===== src/hw/rtl/flba_pkg.sv =====
// ----------------------------------------------------------------------------
// flba_pkg
// Shared types and constants for the free list block allocator.
// ----------------------------------------------------------------------------
package flba_pkg;

  localparam int MAX_BLOCKS_DEF = 256;
  localparam int COUNT_W        = 9;
  localparam int COUNT_RESET    = 256;
  localparam int INDEX_W        = 8;

  localparam logic OP_TAKE   = 1'b0;
  localparam logic OP_RETURN = 1'b1;

  typedef enum logic [1:0] {
    ST_OK    = 2'd0,
    ST_EMPTY = 2'd1,
    ST_RANGE = 2'd2
  } status_t;

  typedef struct packed {
    logic sweep_start;
    logic sweep_write;
    logic do_return;
    logic take_read;
    logic take_empty;
    logic take_finish;
  } cmd_t;

  typedef struct packed {
    logic sweep_done;
    logic head_valid;
  } stat_t;

endpackage


===== src/hw/rtl/flba_dp.sv =====
// ----------------------------------------------------------------------------
// flba_dp
// Datapath: link memory, free list head, block count, init sweep counter
// and result register.
// ----------------------------------------------------------------------------
module flba_dp #(
  parameter int MAX_BLOCKS = flba_pkg::MAX_BLOCKS_DEF
) (
  input  logic                         clk,
  input  logic                         rst,
  input  flba_pkg::cmd_t               cmd,
  output flba_pkg::stat_t              stat,
  input  logic [flba_pkg::COUNT_W-1:0] block_count,
  input  logic [flba_pkg::INDEX_W-1:0] return_index,
  output logic                         granted,
  output logic [flba_pkg::INDEX_W-1:0] block_index,
  output logic [1:0]                   status,
  output logic                         pool_empty
);

  localparam int IW      = $clog2(MAX_BLOCKS);
  localparam int CW      = $clog2(MAX_BLOCKS + 1);
  localparam int RST_CNT = (flba_pkg::COUNT_RESET > MAX_BLOCKS) ? MAX_BLOCKS
                                                                : flba_pkg::COUNT_RESET;

  logic [IW:0]    mem [MAX_BLOCKS];
  logic [IW:0]    rd_data;
  logic [CW-1:0]  count;
  logic [CW-1:0]  sweep_cnt;
  logic [CW-1:0]  sweep_nxt;
  logic [CW-1:0]  count_sat;
  logic           head_valid;
  logic [IW-1:0]  head_idx;
  logic           ret_ok;
  logic           mem_we;
  logic [IW-1:0]  mem_waddr;
  logic [IW:0]    mem_wdata;

  assign count_sat = (32'(block_count) > 32'(MAX_BLOCKS)) ? CW'(MAX_BLOCKS)
                                                          : CW'(block_count);
  assign sweep_nxt = CW'(sweep_cnt + CW'(1));
  assign ret_ok    = 32'(return_index) < 32'(count);

  assign stat.sweep_done = (sweep_cnt == count);
  assign stat.head_valid = head_valid;

  always_comb begin
    mem_we    = 1'b0;
    mem_waddr = sweep_cnt[IW-1:0];
    mem_wdata = {(sweep_nxt < count), sweep_nxt[IW-1:0]};
    if (cmd.sweep_write) begin
      mem_we = 1'b1;
    end else if (cmd.do_return && ret_ok) begin
      mem_we    = 1'b1;
      mem_waddr = IW'(return_index);
      mem_wdata = {head_valid, head_idx};
    end
  end

  always_ff @(posedge clk) begin
    if (mem_we) begin
      mem[mem_waddr] <= mem_wdata;
    end
    if (cmd.take_read) begin
      rd_data <= mem[head_idx];
    end
  end

  always_ff @(posedge clk) begin
    if (rst) begin
      count      <= CW'(RST_CNT);
      sweep_cnt  <= '0;
      head_valid <= 1'b1;
      head_idx   <= '0;
    end else if (cmd.sweep_start) begin
      count      <= count_sat;
      sweep_cnt  <= '0;
      head_valid <= (count_sat != '0);
      head_idx   <= '0;
    end else begin
      if (cmd.sweep_write) begin
        sweep_cnt <= sweep_nxt;
      end
      if (cmd.do_return && ret_ok) begin
        head_valid <= 1'b1;
        head_idx   <= IW'(return_index);
      end else if (cmd.take_finish) begin
        head_valid <= rd_data[IW];
        head_idx   <= rd_data[IW-1:0];
      end
    end
  end

  always_ff @(posedge clk) begin
    if (cmd.do_return) begin
      granted     <= 1'b0;
      block_index <= '0;
      status      <= ret_ok ? flba_pkg::ST_OK : flba_pkg::ST_RANGE;
      pool_empty  <= ret_ok ? 1'b0 : !head_valid;
    end else if (cmd.take_empty) begin
      granted     <= 1'b0;
      block_index <= '0;
      status      <= flba_pkg::ST_EMPTY;
      pool_empty  <= 1'b1;
    end else if (cmd.take_finish) begin
      granted     <= 1'b1;
      block_index <= flba_pkg::INDEX_W'(head_idx);
      status      <= flba_pkg::ST_OK;
      pool_empty  <= !rd_data[IW];
    end
  end

endmodule


===== src/hw/rtl/flba_ctrl.sv =====
// ----------------------------------------------------------------------------
// flba_ctrl
// Controller: init sweep, take/return sequencing and channel handshakes.
// ----------------------------------------------------------------------------
module flba_ctrl (
  input  logic            clk,
  input  logic            rst,
  input  logic            in_valid,
  output logic            in_ready,
  input  logic            opcode,
  output logic            out_valid,
  input  logic            out_ready,
  input  logic            cfg_valid,
  output logic            cfg_ready,
  input  flba_pkg::stat_t stat,
  output flba_pkg::cmd_t  cmd
);

  typedef enum logic [1:0] {
    S_INIT,
    S_IDLE,
    S_TAKE
  } state_t;

  state_t state;
  logic   accept;

  assign cfg_ready = 1'b1;
  assign in_ready  = (state == S_IDLE) && (!out_valid || out_ready);
  assign accept    = in_valid && in_ready;

  always_comb begin
    cmd.sweep_start = cfg_valid;
    cmd.sweep_write = (state == S_INIT) && !stat.sweep_done && !cfg_valid;
    cmd.do_return   = accept && (opcode == flba_pkg::OP_RETURN);
    cmd.take_read   = accept && (opcode == flba_pkg::OP_TAKE) && stat.head_valid;
    cmd.take_empty  = accept && (opcode == flba_pkg::OP_TAKE) && !stat.head_valid;
    cmd.take_finish = (state == S_TAKE);
  end

  always_ff @(posedge clk) begin
    if (rst) begin
      state     <= S_INIT;
      out_valid <= 1'b0;
    end else begin
      if (cfg_valid) begin
        state <= S_INIT;
      end else begin
        unique case (state)
          S_INIT: begin
            if (stat.sweep_done) state <= S_IDLE;
          end
          S_IDLE: begin
            if (cmd.take_read) state <= S_TAKE;
          end
          S_TAKE: begin
            state <= S_IDLE;
          end
          default: begin
            state <= S_INIT;
          end
        endcase
      end
      if (cmd.do_return || cmd.take_empty || cmd.take_finish) begin
        out_valid <= 1'b1;
      end else if (out_ready) begin
        out_valid <= 1'b0;
      end
    end
  end

endmodule


===== src/hw/rtl/free_list_block_allocator.sv =====
// A return beat or a take on an empty pool gives its result in the cycle
// after acceptance; a granting take reads the link memory into rd_data, then
// sets the result in S_TAKE. Throughput: one return or empty take per cycle
// while out_ready stays high; one item in flight, next taken once the result
// register is free. Reset or a block_count write starts an init sweep, one
// link write per block, that builds the chain; in_ready stays low meanwhile.
// ----------------------------------------------------------------------------
// free_list_block_allocator
// Fixed-size block pool allocator on a LIFO free list of block indices.
// ----------------------------------------------------------------------------
module free_list_block_allocator #(
  parameter int MAX_BLOCKS = flba_pkg::MAX_BLOCKS_DEF
) (
  input  logic                         clk,
  input  logic                         rst,
  input  logic                         cfg_valid,
  output logic                         cfg_ready,
  input  logic [flba_pkg::COUNT_W-1:0] block_count,
  input  logic                         in_valid,
  output logic                         in_ready,
  input  logic                         opcode,
  input  logic [flba_pkg::INDEX_W-1:0] return_index,
  output logic                         out_valid,
  input  logic                         out_ready,
  output logic                         granted,
  output logic [flba_pkg::INDEX_W-1:0] block_index,
  output logic [1:0]                   status,
  output logic                         pool_empty
);

  flba_pkg::cmd_t  cmd;
  flba_pkg::stat_t stat;

  flba_ctrl u_ctrl (
    .clk       (clk),
    .rst       (rst),
    .in_valid  (in_valid),
    .in_ready  (in_ready),
    .opcode    (opcode),
    .out_valid (out_valid),
    .out_ready (out_ready),
    .cfg_valid (cfg_valid),
    .cfg_ready (cfg_ready),
    .stat      (stat),
    .cmd       (cmd)
  );

  flba_dp #(
    .MAX_BLOCKS (MAX_BLOCKS)
  ) u_dp (
    .clk          (clk),
    .rst          (rst),
    .cmd          (cmd),
    .stat         (stat),
    .block_count  (block_count),
    .return_index (return_index),
    .granted      (granted),
    .block_index  (block_index),
    .status       (status),
    .pool_empty   (pool_empty)
  );

  a_return_one_cycle: assert property (@(posedge clk) disable iff (rst)
    (in_valid && in_ready && (opcode == flba_pkg::OP_RETURN) && !cfg_valid)
      |=> out_valid)
    else $error("return beat did not produce a result");

  a_grant_ok: assert property (@(posedge clk) disable iff (rst)
    (out_valid && granted) |-> (status == flba_pkg::ST_OK))
    else $error("granted result with error status");

  a_no_grant_zero_index: assert property (@(posedge clk) disable iff (rst)
    (out_valid && !granted) |-> (block_index == '0))
    else $error("nonzero block_index without grant");

  a_empty_status: assert property (@(posedge clk) disable iff (rst)
    (out_valid && (status == flba_pkg::ST_EMPTY)) |-> pool_empty)
    else $error("empty take but pool not reported empty");

endmodule

===== config.mk =====
export PLATFORM = sky130hd
export DESIGN_NAME = free_list_block_allocator
export DESIGN_NICKNAME = d
export VERILOG_FILES = /design/src/hw/rtl/flba_pkg.sv /design/src/hw/rtl/flba_dp.sv /design/src/hw/rtl/flba_ctrl.sv /design/src/hw/rtl/free_list_block_allocator.sv
export SDC_FILE = /design/constraint.sdc
export NUM_CORES = 2
export LEC_CHECK = 0
export BUFFER_PORTS_ARGS = -buffer_cell sky130_fd_sc_hd__buf_4
export CAP_MARGIN = 10
export CORE_MARGIN = 2
export CORE_UTILIZATION = 50
export CTS_BUF_LIST = sky130_fd_sc_hd__clkbuf_4
export DETAILED_ROUTE_END_ITERATION = 8
export PLACE_DENSITY = 0.65
export SYNTH_ARGS = -nofsm -noshare
export SYNTH_HDL_FRONTEND = slang
export SYNTH_SLANG_ARGS = --single-unit

===== constraint.sdc =====
create_clock -name clk -period 14.4 [get_ports clk]
set_input_delay 0.72 -clock clk [delete_from_list [all_inputs] [get_ports clk]]
set_output_delay 0.72 -clock clk [all_outputs]
set_load 0.01 [all_outputs]

==> flow_summary.json <==
{
  "synth-edff-count": 2316,
  "p_leak_nw": 32.7,
  "met3_wirelength_mm": 20.1,
  "syn_to_final_growth_pct": 13.1,
  "synth_top_area_share_pct": 75.5,
  "criticalPathCategory": "reg -> reg",
  "finish.utilization_pct": 56.9,
  "grt_setup_unrepaired": "no",
  "drive_above_1_share_pct": 33.1,
  "yosysSeqAreaShare_pct": 76.4,
  "vdd_drop_max_mv": 0.0564,
  "cts.htree.levels": 6,
  "ys_warn_count": 0,
  "hold_viol": 0,
  "avgSynthCellArea_um2": 20.7,
  "status": "completed",
  "comb_power_share_pct": 1.6,
  "max_stage_delay_ps": 740,
  "ant_nets": 0,
  "antenna_found_initial": 9,
  "ys_async_sr_fraction_pct": 0,
  "viasPerCell": 6.11,
  "drc": 0,
  "top_layer": "met5",
  "fin_crit_ps": 5320,
  "cp_common_cell": "nand2_1",
  "detail_route.iter0.violations": 5946,
  "synth_nets": 4478,
  "clk_pin_slew_ps": 70,
  "post-route-period-util_pct": 36.9,
  "finalSetupViolCount": 0,
  "worst-path-buf-inv": 2,
  "max_slew.worst_pin.slew_ps": 1400,
  "crit_arrival_ps": 6330,
  "wire_per_inst_um": 29.1,
  "cts_max_path_buffers": 4,
  "tns_ps": 0,
  "num-fill-cells": 13900,
  "rows": 157,
  "synth_cell_types": 63,
  "port-buffer-count": 36,
  "grt_pass1_vias": 49300,
  "wl_met2_mm": 110,
  "multi_input_area_mm2": 0.0206,
  "placedCellCount": 6907,
  "initial_core_util_pct": 50.3,
  "finClkSkew_ps": 117,
  "fin_ws_ps": 9080,
  "crit_chain": "nand2_1 -> nor2_1 -> nand2_1 -> xnor2_1 -> ha_1 -> nand2_1 -> a21oi_1 -> a2111oi_0 -> o21ai_0 -> a21oi_4 -> buf_4 -> buf_4",
  "power_switching_mw": 2.80,
  "power_density_mw_per_mm2": 127,
  "yosysMostFrequentCell": "edfxtp_1",
  "synth_top_area_cell": "edfxtp_1",
  "max_freq_mhz": 188,
  "design_area_mm2": 0.104,
  "ctsRootBufferMaster": "clkbuf_4",
  "grt_pass1_wl_mm": 335,
  "ioPinCount": 38,
  "m1WireLength_mm": 93.2,
  "die_w_um": 433,
  "drv_cap": 0,
  "synth_commonest_cells": "edfxtp_1, mux4_2, nor3_1",
  "dp_hpwl_mm": 135,
  "cts_sinks": 2355,
  "placed_area_mm2": 0.0963,
  "cp-start-kind": "flop",
  "post_cts_buffers": 0,
  "hp-class": "in -> reg",
  "cp.required_ps": 15410,
  "core-area_mm2": 0.183,
  "timing.critical_path.slowest_stage_cell": "buf_4",
  "numCtsBuffers": 607,
  "regArea_mm2": 0.0703,
  "num_vias": 48700,
  "endpoint_kind": "flop",
  "clock_power_share_pct": 41.7,
  "grt_overflow": 0,
  "fp.dieH_um": 433,
  "dp_slack_ps": 9000,
  "p_int_mw": 10.5,
  "dieArea_mm2": 0.188,
  "synth_cells": 4438,
  "crit_family": "buffers and inverters",
  "drt_pass1_iterations": 7,
  "ys_ff_latch": 2355,
  "synth_flop_cell": "edfxtp_1",
  "routed_wirelength_mm": 232,
  "gp_congestion": 0.932,
  "netlist_area_mm2": 0.0921,
  "max_slew_margin_pct": 6.88,
  "clock_latency_ps": 1410,
  "grt_max_degree": 181,
  "nNetsFinal": 5139,
  "seqPwrFrac_pct": 56.6,
  "grt_use_total_pct": 24.8,
  "cts_resized": 0,
  "reg2reg_setup_slack_ps": 9080,
  "maxSlewViolCount": 0,
  "final_cells": 7971,
  "cts_tree": "yes",
  "p_sw_share_pct": 21.1,
  "worstPathMaxFanout": 75,
  "synth.area.top_cells": "edfxtp_1, mux4_2, mux2i_1"
}
per-layer routing:
metal | up-vias | global-route usage [%]
li1 | 20400 | -
met1 | 25400 | 34.9
met2 | 2528 | 38.4
met3 | 433 | 5.30
met4 | 2 | 9.73
met5 | - | 0
worst register-to-register path: cells and delay by family (launching register included):
kind            cells  cell delay (ps)
flops               1              620
fa+ha+maj           1              300
buf+inv             2             1500
simple gates        4              830
compound gates      4             1310
xor+xnor            1              290
registers in the layout (all words and copies together), names as in the netlist:
| name | cells |
|---|---|
| u_dp.block_index | 8 |
| u_dp.pool_empty | 1 |
| u_dp.mem | 2304 |
| u_dp.head_idx | 8 |
| u_dp.head_valid | 1 |
| u_dp.granted | 1 |
| u_ctrl.state | 2 |
| u_dp.rd_data | 9 |
| u_dp.sweep_cnt | 9 |
| u_ctrl.out_valid | 1 |
| u_dp.status | 2 |
| u_dp.count | 9 |
layout make-up:
cell class,instances,share of cell area (%)
clock inverter,148,0.832
clock buffer,857,6.18
inverter,17,0.0613
tap,2464,2.96
sequential,2355,67.6
multi-input combinational,1783,19.8
timing repair buffer,335,2.61
antenna,12,0.0288
layout by cell type (no fill, tap or decap), types with 22 or more instances in the layout:
| master | n |
|---|---|
| nor2_1 | 176 |
| edfxtp_1 | 2316 |
| nor3_2 | 29 |
| a22oi_1 | 50 |
| a31oi_1 | 22 |
| nand2_1 | 71 |
| mux4_2 | 530 |
| dlygate4sd3_1 | 42 |
| o21ai_0 | 35 |
| a221oi_1 | 22 |
| a211oi_1 | 56 |
| o22ai_1 | 119 |
| clkinv_1 | 107 |
| buf_4 | 271 |
| a22o_1 | 39 |
| a21oi_1 | 66 |
| mux2i_1 | 141 |
| dfxtp_1 | 35 |
| nor3_1 | 181 |
| clkbuf_4 | 858 |
timing repair:
| item | 4_1_cts | 5_1_grt |
|---|---|---|
| hold buffers | 42 | 0 |
| endpoints found under the hold margin | 50 | 0 |
| setup endpoints to repair | 0 | 0 |
per-stage QoR:
stage	power [mW]	hold slack (ps)
after global placement	7.86	451
after floorplan	7.78	478
final	13.3	258
after CTS	13.4	124
after global routing	13.7	215
after detailed placement	7.87	460
power by group through the flow:
stage	clock network (mW)	logic (mW)	registers [mW]
floorplan	0	0.101	7.68
global placement	0	0.201	7.66
CTS	5.66	0.216	7.51
global route	6.01	0.230	7.51
detailed placement	0	0.207	7.66
finish	5.54	0.218	7.51
cells by family (layout without fill, tap and decap cells):
logic type	count (synthesis)	after routing	synth area share, %
XOR/XNOR	19	19	0.181
multiplexers	688	688	14.7
AO/OA/AOI/OAI	471	471	3.53
adder cells (fa/ha/maj)	17	17	0.231
other	1	13	0.00407
AND/OR/NAND/NOR	587	587	3.16
flip-flops	2355	2355	76.4
buffers and inverters	300	1357	1.78
final timing paths:
kind	from	end	depth (start not counted)
min	rst	u_ctrl.out_valid	4
max	u_dp.sweep_cnt[2]	u_dp.mem[50][8]	12
max reg2reg	u_dp.sweep_cnt[2]	u_dp.mem[50][8]	12
min reg2reg	u_dp.block_index[4]	u_dp.block_index[4]	2
Note: power is estimated with default switching activity, not from simulation.
